File: src/rtl/alc_pkg.sv
// alc_pkg: widths, register codes and segment coefficient tables of the lux calculator
// no dependencies; imported by ambient_light_lux_calculator and alc_checker
`default_nettype none

package alc_pkg;

    localparam int CHAN_FRAC  = 10;
    localparam int RATIO_FRAC = 9;
    localparam int LUX_FRAC   = 14;
    localparam int SCALE_W    = 15;
    localparam int FACTOR_W   = SCALE_W + 4;
    localparam int QUOT_W     = RATIO_FRAC + 2;
    localparam int RATIO_W    = QUOT_W;
    localparam int COEF_W     = 10;
    localparam int SEGMENTS   = 7;
    localparam int COUNT_W    = 16;
    localparam int LUX_W      = 21;
    localparam int CFG_IDX_W  = 2;
    localparam int CFG_DATA_W = 2;

    localparam logic [SCALE_W-1:0] SCALE_13MS  = 15'h7517;
    localparam logic [SCALE_W-1:0] SCALE_101MS = 15'h0fe7;
    localparam logic [SCALE_W-1:0] SCALE_UNITY = 15'h0400;

    localparam logic [LUX_W-1:0] LUX_MAX = '1;

    typedef enum logic [CFG_IDX_W-1:0] {
        REG_GAIN  = 2'd0,
        REG_ITIME = 2'd1,
        REG_PKG   = 2'd2
    } cfg_reg_t;

    typedef enum logic [1:0] {
        ITIME_13MS   = 2'd0,
        ITIME_101MS  = 2'd1,
        ITIME_402MS  = 2'd2,
        ITIME_MANUAL = 2'd3
    } itime_t;

    localparam logic GAIN_1X  = 1'b0;
    localparam logic GAIN_16X = 1'b1;
    localparam logic PKG_T    = 1'b0;
    localparam logic PKG_CS   = 1'b1;

    typedef logic [SEGMENTS-1:0][RATIO_W-1:0] knee_vec_t;
    typedef logic [SEGMENTS-1:0][COEF_W-1:0]  coef_vec_t;

    typedef struct packed {
        logic [COEF_W-1:0] base;
        logic [COEF_W-1:0] slope;
    } coef_t;

    localparam knee_vec_t KNEE_T = {
        11'h29a, 11'h19a, 11'h138, 11'h100, 11'h0c0, 11'h080, 11'h040
    };
    localparam knee_vec_t KNEE_CS = {
        11'h29a, 11'h19a, 11'h14d, 11'h10a, 11'h0c8, 11'h085, 11'h043
    };
    localparam coef_vec_t BASE_T = {
        10'h018, 10'h0d2, 10'h16f, 10'h270, 10'h23f, 10'h214, 10'h1f2
    };
    localparam coef_vec_t BASE_CS = {
        10'h037, 10'h101, 10'h177, 10'h282, 10'h253, 10'h228, 10'h204
    };
    localparam coef_vec_t SLOPE_T = {
        10'h012, 10'h0fb, 10'h1fc, 10'h3fe, 10'h37b, 10'h2d1, 10'h1be
    };
    localparam coef_vec_t SLOPE_CS = {
        10'h02b, 10'h127, 10'h1dd, 10'h3df, 10'h363, 10'h2c1, 10'h1ad
    };

    // first segment whose knee is not below the ratio, zero past the last knee
    function automatic coef_t seg_lookup(input logic pkg, input logic [RATIO_W-1:0] ratio);
        coef_t     c;
        knee_vec_t knee;
        coef_vec_t base;
        coef_vec_t slope;
        c     = '0;
        knee  = (pkg == PKG_CS) ? KNEE_CS : KNEE_T;
        base  = (pkg == PKG_CS) ? BASE_CS : BASE_T;
        slope = (pkg == PKG_CS) ? SLOPE_CS : SLOPE_T;
        for (int s = SEGMENTS - 1; s >= 0; s--)
        begin
            if (ratio <= knee[s])
            begin
                c.base  = base[s];
                c.slope = slope[s];
            end
        end
        return c;
    endfunction

endpackage

`default_nettype wire

File: src/rtl/ambient_light_lux_calculator.sv
// ambient_light_lux_calculator: pipelined lux computation from two photodiode counts
// depends on alc_pkg; checked by alc_checker (bound in its own file)
//
// Usage:
//   Input channel: broadband_count and infrared_count with in_valid; the block
//   raises in_stall to hold a request. Output channel: lux with out_valid; the
//   receiver raises out_stall to hold a result. A request moves at an edge where
//   valid is high and stall is low.
//   Configuration: cfg_index/cfg_data with cfg_valid, cfg_ready is always high.
//   Index 0 gain select, 1 integration time, 2 package type; other indexes are
//   ignored. Write only while no request is in flight.
//   Throughput: one request per cycle while out_stall stays low.
//   Stages: count scaling multiply, ratio overflow check, one quotient bit per
//   stage over 11 divider stages, segment lookup, coefficient multiply,
//   difference, rounding. The 11-stage restoring divider sets the depth.
//   Stall: each stage holds only while it is full and the stage after it holds,
//   so bubbles close up and new requests enter while a result waits at lux.
//   Reset: all valid bits clear, registers return to 16x gain, 402 ms, T package.
`default_nettype none

module ambient_light_lux_calculator #(
    parameter int SAMPLE_BITS = 16
) (
    input  wire                            clk,
    input  wire                            rst_n,
    input  wire                            in_valid,
    output logic                           in_stall,
    input  wire  [alc_pkg::COUNT_W-1:0]    broadband_count,
    input  wire  [alc_pkg::COUNT_W-1:0]    infrared_count,
    output logic                           out_valid,
    input  wire                            out_stall,
    output logic [alc_pkg::LUX_W-1:0]      lux,
    input  wire                            cfg_valid,
    output logic                           cfg_ready,
    input  wire  [alc_pkg::CFG_IDX_W-1:0]  cfg_index,
    input  wire  [alc_pkg::CFG_DATA_W-1:0] cfg_data
);
    import alc_pkg::*;

    localparam int PRE_W   = SAMPLE_BITS + FACTOR_W;
    localparam int CH_W    = PRE_W - CHAN_FRAC;
    localparam int REM_W   = CH_W + QUOT_W;
    localparam int DIV_N   = QUOT_W;
    localparam int PROD_W  = CH_W + COEF_W;
    localparam int SUM_W   = PROD_W + 1;
    localparam int SH_W    = SUM_W - LUX_FRAC;
    localparam int EXT_W   = (SH_W > LUX_W) ? SH_W : LUX_W;
    localparam logic [SUM_W-1:0] ROUND = SUM_W'(1) << (LUX_FRAC - 1);

    // configuration
    logic   gain_reg;
    itime_t itime_reg;
    logic   pkg_reg;

    assign cfg_ready = 1'b1;

    always_ff @(posedge clk or negedge rst_n)
    begin
        if (!rst_n)
        begin
            gain_reg  <= GAIN_16X;
            itime_reg <= ITIME_402MS;
            pkg_reg   <= PKG_T;
        end
        else if (cfg_valid && cfg_ready)
        begin
            case (cfg_reg_t'(cfg_index))
                REG_GAIN:  gain_reg  <= cfg_data[0];
                REG_ITIME: itime_reg <= itime_t'(cfg_data);
                REG_PKG:   pkg_reg   <= cfg_data[0];
                default:   ;
            endcase
        end
    end

    // stage ready chain
    logic             s1_vld_reg;
    logic             dv_vld_reg [0:DIV_N];
    logic             lu_vld_reg;
    logic             mul_vld_reg;
    logic             dif_vld_reg;
    logic             out_vld_reg;
    logic             out_rdy;
    logic             dif_rdy;
    logic             mul_rdy;
    logic             lu_rdy;
    logic             dv_rdy [0:DIV_N];
    logic             s1_rdy;

    always_comb
    begin
        out_rdy = !out_vld_reg || !out_stall;
        dif_rdy = !dif_vld_reg || out_rdy;
        mul_rdy = !mul_vld_reg || dif_rdy;
        lu_rdy  = !lu_vld_reg || mul_rdy;
        dv_rdy[DIV_N] = !dv_vld_reg[DIV_N] || lu_rdy;
        for (int i = DIV_N - 1; i >= 0; i--)
        begin
            dv_rdy[i] = !dv_vld_reg[i] || dv_rdy[i + 1];
        end
        s1_rdy = !s1_vld_reg || dv_rdy[0];
    end

    assign in_stall = !s1_rdy;

    // stage 1: scale counts to 16x / 402 ms
    logic [SCALE_W-1:0]     scale;
    logic [FACTOR_W-1:0]    factor;
    logic [PRE_W-1:0]       pre0;
    logic [PRE_W-1:0]       pre1;
    logic [CH_W-1:0]        s1_c0_reg;
    logic [CH_W-1:0]        s1_c1_reg;

    always_comb
    begin
        case (itime_reg)
            ITIME_13MS:  scale = SCALE_13MS;
            ITIME_101MS: scale = SCALE_101MS;
            default:     scale = SCALE_UNITY;
        endcase
        factor = (gain_reg == GAIN_1X) ? {scale, 4'b0000} : FACTOR_W'(scale);
        pre0   = PRE_W'(broadband_count[SAMPLE_BITS-1:0]) * PRE_W'(factor);
        pre1   = PRE_W'(infrared_count[SAMPLE_BITS-1:0]) * PRE_W'(factor);
    end

    always_ff @(posedge clk or negedge rst_n)
    begin
        if (!rst_n)
            s1_vld_reg <= 1'b0;
        else if (s1_rdy)
            s1_vld_reg <= in_valid;
    end

    always_ff @(posedge clk)
    begin
        if (s1_rdy)
        begin
            s1_c0_reg <= pre0[PRE_W-1:CHAN_FRAC];
            s1_c1_reg <= pre1[PRE_W-1:CHAN_FRAC];
        end
    end

    // divider stages: index 0 sets up the remainder, 1..DIV_N each resolve one bit
    logic [CH_W-1:0]   dv_c0_reg   [0:DIV_N];
    logic [CH_W-1:0]   dv_c1_reg   [0:DIV_N];
    logic [QUOT_W-1:0] dv_q_reg    [0:DIV_N];
    logic              dv_zero_reg [0:DIV_N];
    logic              dv_ovf_reg  [0:DIV_N];
    logic [REM_W-1:0]  dv_rem_reg  [0:DIV_N-1];
    logic [REM_W-1:0]  div_trial   [1:DIV_N];
    logic              div_ge      [1:DIV_N];
    logic [REM_W-1:0]  dv_rem_next [1:DIV_N-1];
    logic [QUOT_W-1:0] dv_q_next   [1:DIV_N];

    always_comb
    begin
        for (int i = 1; i <= DIV_N; i++)
        begin
            div_trial[i] = REM_W'(dv_c0_reg[i - 1]) << (DIV_N - i);
            div_ge[i]    = dv_rem_reg[i - 1] >= div_trial[i];
            dv_q_next[i] = dv_q_reg[i - 1] | (QUOT_W'(div_ge[i]) << (DIV_N - i));
        end
        for (int i = 1; i < DIV_N; i++)
        begin
            dv_rem_next[i] = div_ge[i] ? dv_rem_reg[i - 1] - div_trial[i] : dv_rem_reg[i - 1];
        end
    end

    always_ff @(posedge clk or negedge rst_n)
    begin
        if (!rst_n)
        begin
            for (int i = 0; i <= DIV_N; i++)
            begin
                dv_vld_reg[i] <= 1'b0;
            end
        end
        else
        begin
            if (dv_rdy[0])
                dv_vld_reg[0] <= s1_vld_reg;
            for (int i = 1; i <= DIV_N; i++)
            begin
                if (dv_rdy[i])
                    dv_vld_reg[i] <= dv_vld_reg[i - 1];
            end
        end
    end

    always_ff @(posedge clk)
    begin
        if (dv_rdy[0])
        begin
            dv_c0_reg[0]   <= s1_c0_reg;
            dv_c1_reg[0]   <= s1_c1_reg;
            dv_q_reg[0]    <= '0;
            dv_zero_reg[0] <= (s1_c0_reg == '0);
            // ratio of two or more lies past every knee
            dv_ovf_reg[0]  <= {1'b0, s1_c1_reg} >= {s1_c0_reg, 1'b0};
            dv_rem_reg[0]  <= REM_W'({s1_c1_reg, {(RATIO_FRAC + 1){1'b0}}});
        end
        for (int i = 1; i <= DIV_N; i++)
        begin
            if (dv_rdy[i])
            begin
                dv_c0_reg[i]   <= dv_c0_reg[i - 1];
                dv_c1_reg[i]   <= dv_c1_reg[i - 1];
                dv_q_reg[i]    <= dv_q_next[i];
                dv_zero_reg[i] <= dv_zero_reg[i - 1];
                dv_ovf_reg[i]  <= dv_ovf_reg[i - 1];
            end
        end
        for (int i = 1; i < DIV_N; i++)
        begin
            if (dv_rdy[i])
                dv_rem_reg[i] <= dv_rem_next[i];
        end
    end

    // segment lookup
    logic [QUOT_W:0]    ratio_sum;
    logic [RATIO_W-1:0] ratio;
    coef_t              coef_next;
    logic [CH_W-1:0]    lu_c0_reg;
    logic [CH_W-1:0]    lu_c1_reg;
    coef_t              lu_coef_reg;

    always_comb
    begin
        ratio_sum = {1'b0, dv_q_reg[DIV_N]} + (QUOT_W + 1)'(1);
        ratio     = ratio_sum[QUOT_W:1];
        if (dv_zero_reg[DIV_N])
            coef_next = seg_lookup(pkg_reg, '0);
        else if (dv_ovf_reg[DIV_N])
            coef_next = '0;
        else
            coef_next = seg_lookup(pkg_reg, ratio);
    end

    always_ff @(posedge clk or negedge rst_n)
    begin
        if (!rst_n)
            lu_vld_reg <= 1'b0;
        else if (lu_rdy)
            lu_vld_reg <= dv_vld_reg[DIV_N];
    end

    always_ff @(posedge clk)
    begin
        if (lu_rdy)
        begin
            lu_c0_reg   <= dv_c0_reg[DIV_N];
            lu_c1_reg   <= dv_c1_reg[DIV_N];
            lu_coef_reg <= coef_next;
        end
    end

    // coefficient products
    logic [PROD_W-1:0] pos_reg;
    logic [PROD_W-1:0] neg_reg;

    always_ff @(posedge clk or negedge rst_n)
    begin
        if (!rst_n)
            mul_vld_reg <= 1'b0;
        else if (mul_rdy)
            mul_vld_reg <= lu_vld_reg;
    end

    always_ff @(posedge clk)
    begin
        if (mul_rdy)
        begin
            pos_reg <= PROD_W'(lu_c0_reg) * PROD_W'(lu_coef_reg.base);
            neg_reg <= PROD_W'(lu_c1_reg) * PROD_W'(lu_coef_reg.slope);
        end
    end

    // difference with clamp flag
    logic [PROD_W-1:0] dif_reg;
    logic              clamp_reg;

    always_ff @(posedge clk or negedge rst_n)
    begin
        if (!rst_n)
            dif_vld_reg <= 1'b0;
        else if (dif_rdy)
            dif_vld_reg <= mul_vld_reg;
    end

    always_ff @(posedge clk)
    begin
        if (dif_rdy)
        begin
            dif_reg   <= pos_reg - neg_reg;
            clamp_reg <= neg_reg >= pos_reg;
        end
    end

    // rounding, shift and saturation into the output register
    logic [SUM_W-1:0] sum;
    logic [EXT_W-1:0] shifted;
    logic [LUX_W-1:0] lux_next;
    logic [LUX_W-1:0] lux_reg;

    always_comb
    begin
        sum     = {1'b0, dif_reg} + ROUND;
        shifted = EXT_W'(sum[SUM_W-1:LUX_FRAC]);
        if (clamp_reg)
            lux_next = '0;
        else if (shifted > EXT_W'(LUX_MAX))
            lux_next = LUX_MAX;
        else
            lux_next = shifted[LUX_W-1:0];
    end

    always_ff @(posedge clk or negedge rst_n)
    begin
        if (!rst_n)
            out_vld_reg <= 1'b0;
        else if (out_rdy)
            out_vld_reg <= dif_vld_reg;
    end

    always_ff @(posedge clk)
    begin
        if (out_rdy)
            lux_reg <= lux_next;
    end

    assign out_valid = out_vld_reg;
    assign lux       = lux_reg;

endmodule

`default_nettype wire

File: config.mk
export PLATFORM = sky130hd
export DESIGN_NAME = ambient_light_lux_calculator
export DESIGN_NICKNAME = d
export VERILOG_FILES = /design/src/rtl/alc_pkg.sv /design/src/rtl/ambient_light_lux_calculator.sv
export SDC_FILE = /design/constraint.sdc
export NUM_CORES = 2
export LEC_CHECK = 0
export ABC_AREA = 1
export BUFFER_PORTS_ARGS = -buffer_cell sky130_fd_sc_hd__buf_2
export CAP_MARGIN = 0
export CORE_MARGIN = 1.5
export CORE_UTILIZATION = 50
export CTS_CLUSTER_DIAMETER = 60
export DETAILED_ROUTE_END_ITERATION = 10
export PLACE_DENSITY = 0.65
export SLEW_MARGIN = 20
export SYNTH_ARGS = -nofsm -noshare
export SYNTH_HDL_FRONTEND = slang
export SYNTH_SLANG_ARGS = --single-unit
export TNS_END_PERCENT = 1
File: constraint.sdc
create_clock -name clk -period 9.92 [get_ports clk]
set_input_delay 1.984 -clock clk [delete_from_list [all_inputs] [get_ports clk]]
set_output_delay 1.984 -clock clk [all_outputs]
set_load 0.01 [all_outputs]
# Word-level counts from Yosys, hierarchy flattened
# Memories as Yosys holds them, arrays and structs flattened. A register that Yosys moved wholly into a read port is not among the register bits.
# Cells that the tools add are included.
dict set report totals {
  reg_bits 218
  mem_bits_rw 1152
  out_inout_bits 24
  memories 6
}
# memory depth width rd rd_ports_with_merged_regs wr line
set mem_list {}
lappend mem_list {dv_rem_reg 11 36 11 0 11 ambient_light_lux_calculator.sv:149} ;# logic [REM_W-1:0] dv_rem_reg [0:DIV_N-1];
lappend mem_list {dv_c0_reg 12 25 12 1 12 ambient_light_lux_calculator.sv:144} ;# logic [CH_W-1:0] dv_c0_reg [0:DIV_N];
lappend mem_list {dv_c1_reg 12 25 12 1 12 ambient_light_lux_calculator.sv:145} ;# logic [CH_W-1:0] dv_c1_reg [0:DIV_N];
lappend mem_list {dv_q_reg 12 11 12 0 12 ambient_light_lux_calculator.sv:146} ;# logic [QUOT_W-1:0] dv_q_reg [0:DIV_N];
lappend mem_list {dv_ovf_reg 12 1 12 0 12 ambient_light_lux_calculator.sv:148} ;# logic dv_ovf_reg [0:DIV_N];
lappend mem_list {dv_zero_reg 12 1 12 0 12 ambient_light_lux_calculator.sv:147} ;# logic dv_zero_reg [0:DIV_N];
dict set report op_classes {
  add_sub_neg 13
  multipliers 4
  order_cmp 28
  n_eq_ne 3
  n_mux 56
  n_bitwise 11
  n_reduce_logical 42
}
# operator n
set ops {}
lappend ops {{$mux W36} 10}
lappend ops {{$mux W20} 14}
lappend ops {{$mux W66} 2}
lappend ops {{$mul A16 B19 Y35} 2}
lappend ops {{$mul A25 B10 Y35} 2}
lappend ops {{$le A1 B11 Y1 const A} 5}
lappend ops {{$mux W51} 1}
lappend ops {{$le A11 B11 Y1} 4}
lappend ops {{$add A35 B14 Y36 const B} 1}
lappend ops {{$ge A36 B25 Y1} 1}
lappend ops {{$ge A36 B26 Y1} 1}
lappend ops {{$ge A36 B27 Y1} 1}
lappend ops {{$ge A36 B28 Y1} 1}
lappend ops {{$ge A36 B29 Y1} 1}
lappend ops {{$ge A36 B30 Y1} 1}
lappend ops {{$ge A36 B31 Y1} 1}
lappend ops {{$ge A36 B32 Y1} 1}
lappend ops {{$ge A36 B33 Y1} 1}
lappend ops {{$ge A36 B34 Y1} 1}
lappend ops {{$ge A36 B35 Y1} 1}
lappend ops {{$sub A36 B26 Y36} 1}
lappend ops {{$sub A36 B27 Y36} 1}
lappend ops {{$sub A36 B28 Y36} 1}
lappend ops {{$sub A36 B29 Y36} 1}
lappend ops {{38 further kinds} 101}

# Depth between registers and ports, before layout
dict set report depth {
  ltp_word 19
  depth_mapped 34
  ltp_nobuf 32
}

# Worst setup path before layout
# OpenSTA, ideal clock, no wires.
dict set report synth_timing {
  kind {input port to output port}
  startpoint {input port out_stall}
  endpoint {output port in_stall}
  arrival_ns 8.397
  required_ns 7.936
  setup_slack_ns -0.461
  cell_stages 14
  path_cell_list {nand4_4 -> nor2_4 -> nand4_4 -> nor2_4 -> nand2_4 -> nor2_4 -> nand2_4 -> nor2_4 -> nand2_4 -> nor2_4 -> nand2_4 -> nor2_4 -> nand2_2 -> inv_2}
}
# item line
set synth_rtl {}
lappend synth_rtl {{from (decl)} ambient_light_lux_calculator.sv:31} ;# input wire out_stall,
lappend synth_rtl {{to (decl)} ambient_light_lux_calculator.sv:27} ;# output logic in_stall,

# Worst setup path after layout
dict set report layout_timing {
  startpoint {register itime_reg[1]}
  endpoint {register s1_c1_reg[24] (data pin)}
}
dict set report layout_between {
  elab_chain_cells 4
  word_cells_on_any_way 5
}
# item line
set layout_lines {}
lappend layout_lines {{from (decl)} ambient_light_lux_calculator.sv:52} ;# itime_t itime_reg;
lappend layout_lines {{from (signal assigned)} ambient_light_lux_calculator.sv:69} ;# REG_ITIME: itime_reg <= itime_t'(cfg_data);
lappend layout_lines {{$eq A2 B1 Y1 or $logic_not A2 Y1 (tied branches)} ambient_light_lux_calculator.sv:116} ;# case (itime_reg)
lappend layout_lines {{$pmux W15 S2 *} ambient_light_lux_calculator.sv:116}
lappend layout_lines {{$mux W19 *} ambient_light_lux_calculator.sv:121} ;# factor = (gain_reg == GAIN_1X) ? {scale, 4'b0000} : FACTOR_W'(scale);
lappend layout_lines {{$mul A16 B19 Y35 *} ambient_light_lux_calculator.sv:123} ;# pre1 = PRE_W'(infrared_count[SAMPLE_BITS-1:0]) * PRE_W'(factor);
lappend layout_lines {{named net pre1[34]} ambient_light_lux_calculator.sv:110} ;# logic [PRE_W-1:0] pre1;
lappend layout_lines {{to (signal assigned)} ambient_light_lux_calculator.sv:139} ;# s1_c1_reg <= pre1[PRE_W-1:CHAN_FRAC];
lappend layout_lines {{to (decl)} ambient_light_lux_calculator.sv:112} ;# logic [CH_W-1:0] s1_c1_reg;
# The timed path passes the listed nets; every way through them passes the cells marked *.
# A chain may end at the register's enable or synchronous reset.

==> impl_metrics.yaml <==
place:
  post-dp-hpwl_um: 194000
  gp_congestion: 0.942
  numPortBuffers: 63
  dpl.cell_count: 12365
yosys:
  synthesis.nets: 11536
  syn_avg_cell_area_um2: 9.59
  ys.flop_type: "edfxtp_1"
  ys_types: 67
  async_flop_share: 0.0168
  yosys_warnings: 0
  syn_area_um2: 95400
  synth.area.top_cells: "edfxtp_1 39%, fa_1 17%, ha_1 9.5%"
  ys_seq_area_frac: 0.392
  syn_inst: 9954
  synth.ff_latch_count: 1250
  yosysTopAreaCellShare: 0.387
  synth-edff-count: 1229
  synth_area_leader_cell: "edfxtp_1"
detailed_routing:
  drt-initial-drc-count: 4501
  ant_nets: 0
  wirelength_um: 239000
  firstDrtPassIters: 6
  post-route-drc-count: 0
  viasPerCell: 5.30
  wl_per_cell_um: 18.9
  num_vias: 67018
final_layout:
  fin_util: 0.546
  area_growth_pct: 8.64
  drive_gt1_frac: 0.0457
  mostFrequentLayoutCell: "inv_1"
  largest_reg_flops: 305
  final_cell_mix: "2028 x inv_1, 1890 x nand2_1, 1229 x edfxtp_1"
  final_nets: 11590
  fin_cells: 12643
  insertedDiodeCount: 0
cts:
  cts_made_buffers: 147
  cts_max_level: 4
  cts_root_buf: "clkbuf_16"
  cts_setup_buffers: 0
  path_clk_slew_ns: 0.06
  clock_path_buffers: 3
  cts_resized: 0
  clk-insertion-delay-late_ns: 0.80
  cts_num_sinks: 1250
  postCtsHoldBufs: 0
  cts_tree: "yes"
timing:
  period_share: 0.796
  fmax_ghz: 0.127
  fin_setup_tns_ns: 0
  slew_headroom: 0.222
  finalSetupViolCount: 0
  whs_ns: 0.408
  period_needed_ns: 7.90
  rsz0062_at_grt: "no"
  slew_violations: 0
  finalHoldViolCount: 0
  tightest_slew_ns: 1.17
  final.setup_skew_ns: 0.0429
critical_path:
  cp.arrival_ns: 8.43
  max_stage_delay_ns: 0.87
  cpMostUsedCell: "nand2_1"
  crit_path_end_kind: "register"
  cp_slowest_cell: "clkinv_1"
  cp-start-kind: "register"
  cp_max_fo: 35
  rr_worst_depth: 28
  rrSetupSlack_ns: 2.02
  path_class: "register to register"
  reg2reg_from: "itime_reg[1]"
  crit_required_ns: 10.45
  r2r-end: "s1_c1_reg[24]"
floorplanning:
  pin_count: 65
  start_util: 0.502
  die_area_um2: 194000
  core_area_um2: 190000
  chipWidth_um: 440
  std_cell_rows: 160
  die_h_um: 440
hold_path:
  holdPathStages: 0
  holdCritStartpoint: "dv_c0_reg[11][23]"
  hold_path_end: "lu_c0_reg[23]"
  hp-class: "register to register"
grt:
  grt_pass1_vias: 69589
  antenna_found_initial: 0
  grt_overflow_total: 0
  grtUsageTotal: 0.253
  grt_max_degree: 90
  grt_pass1_wl_um: 382000
flow_run:
  drv_cap: 0
status:
  status: "complete, no violations"
-- per-stage QoR --
stage / setup WS [ns] / area [µm²]
after floorplan: 0.134 / 95500
after global placement: 1.92 / 98400
after detailed placement: 1.92 / 98400
after CTS: 2.05 / 104000
after global routing: 1.68 / 104000
final: 2.02 / 104000
-- critical path, delay by kind of cell (launching register included) --
| family | cells | cell delay (ns) |
|---|---|---|
| DFF | 1 | 0.56 |
| xor gates and xnor gates | 1 | 0.06 |
| adders and majority gates | 7 | 3.36 |
| AOI/OAI and AO/OA | 1 | 0.29 |
| and+or+nand+nor | 14 | 1.84 |
| buffers and inverters | 5 | 1.49 |
-- synth_stat cells (18+ instances only) --
| master | number |
|---|---|
| a31oi_1 | 55 |
| o21ai_1 | 55 |
| nor2_1 | 717 |
| edfxtp_1 | 1229 |
| o211ai_1 | 21 |
| o21bai_1 | 28 |
| xor2_1 | 218 |
| nand3_1 | 215 |
| or2_2 | 18 |
| o21ai_0 | 423 |
| a21oi_1 | 588 |
| dfrtp_1 | 19 |
| buf_2 | 32 |
| nor3_1 | 90 |
| nor4_1 | 48 |
| nand2_1 | 1891 |
| inv_1 | 2034 |
| clkbuf_1 | 145 |
| nand4_1 | 85 |
| fa_1 | 813 |
| o21a_1 | 50 |
| a21o_1 | 37 |
| xnor2_1 | 191 |
| ha_1 | 728 |
-- worst max path at each step --
stage | startpoint | end | slack [ns] | depth (start not counted)
floorplan | out_stall | in_stall | 0.13 | 14
global placement | broadband_count[11] | s1_c0_reg[21] | 1.92 | 22
detailed placement | broadband_count[11] | s1_c0_reg[21] | 1.92 | 22
CTS | out_stall | in_stall | 2.05 | 16
global route | itime_reg[1] | s1_c1_reg[24] | 1.68 | 28
finish | itime_reg[1] | s1_c1_reg[24] | 2.02 | 28
-- layout make-up --
| class | count | area [µm²] |
|---|---|---|
| clock buffer | 180 | 3870 |
| clock inverter | 93 | 1310 |
| fill | 16813 | 86300 |
| inverter | 2049 | 7690 |
| multi-input combinational | 6449 | 49500 |
| sequential | 1250 | 37400 |
| tap | 2511 | 3140 |
| timing repair buffer | 111 | 722 |
-- layer usage --
layer	vias to the layer above	wire (µm)	global-route usage
li1	32184	-	-
met2	1791	119000	0.444
met4	0	9720	0.100
met5	-	0	0
met1	32614	98900	0.317
met3	429	10700	0.0293
-- kinds of logic (layout without fill, tap and decap cells) --
group,after synthesis,in the layout,synth area share
AOI/OAI and AO/OA,1353,1353,0.0787
xor gates and xnor gates,409,409,0.0375
adders and majority gates,1541,1541,0.266
buffers and inverters,2255,2433,0.0896
DFF,1250,1250,0.392
muxes,1,1,0.000118
other,1,1,0.0000393
and+or+nand+nor,3144,3144,0.136
Power is left out: the tool's default activity adds up to more than one toggle a clock period on the data nets, which glitch-free logic cannot reach.
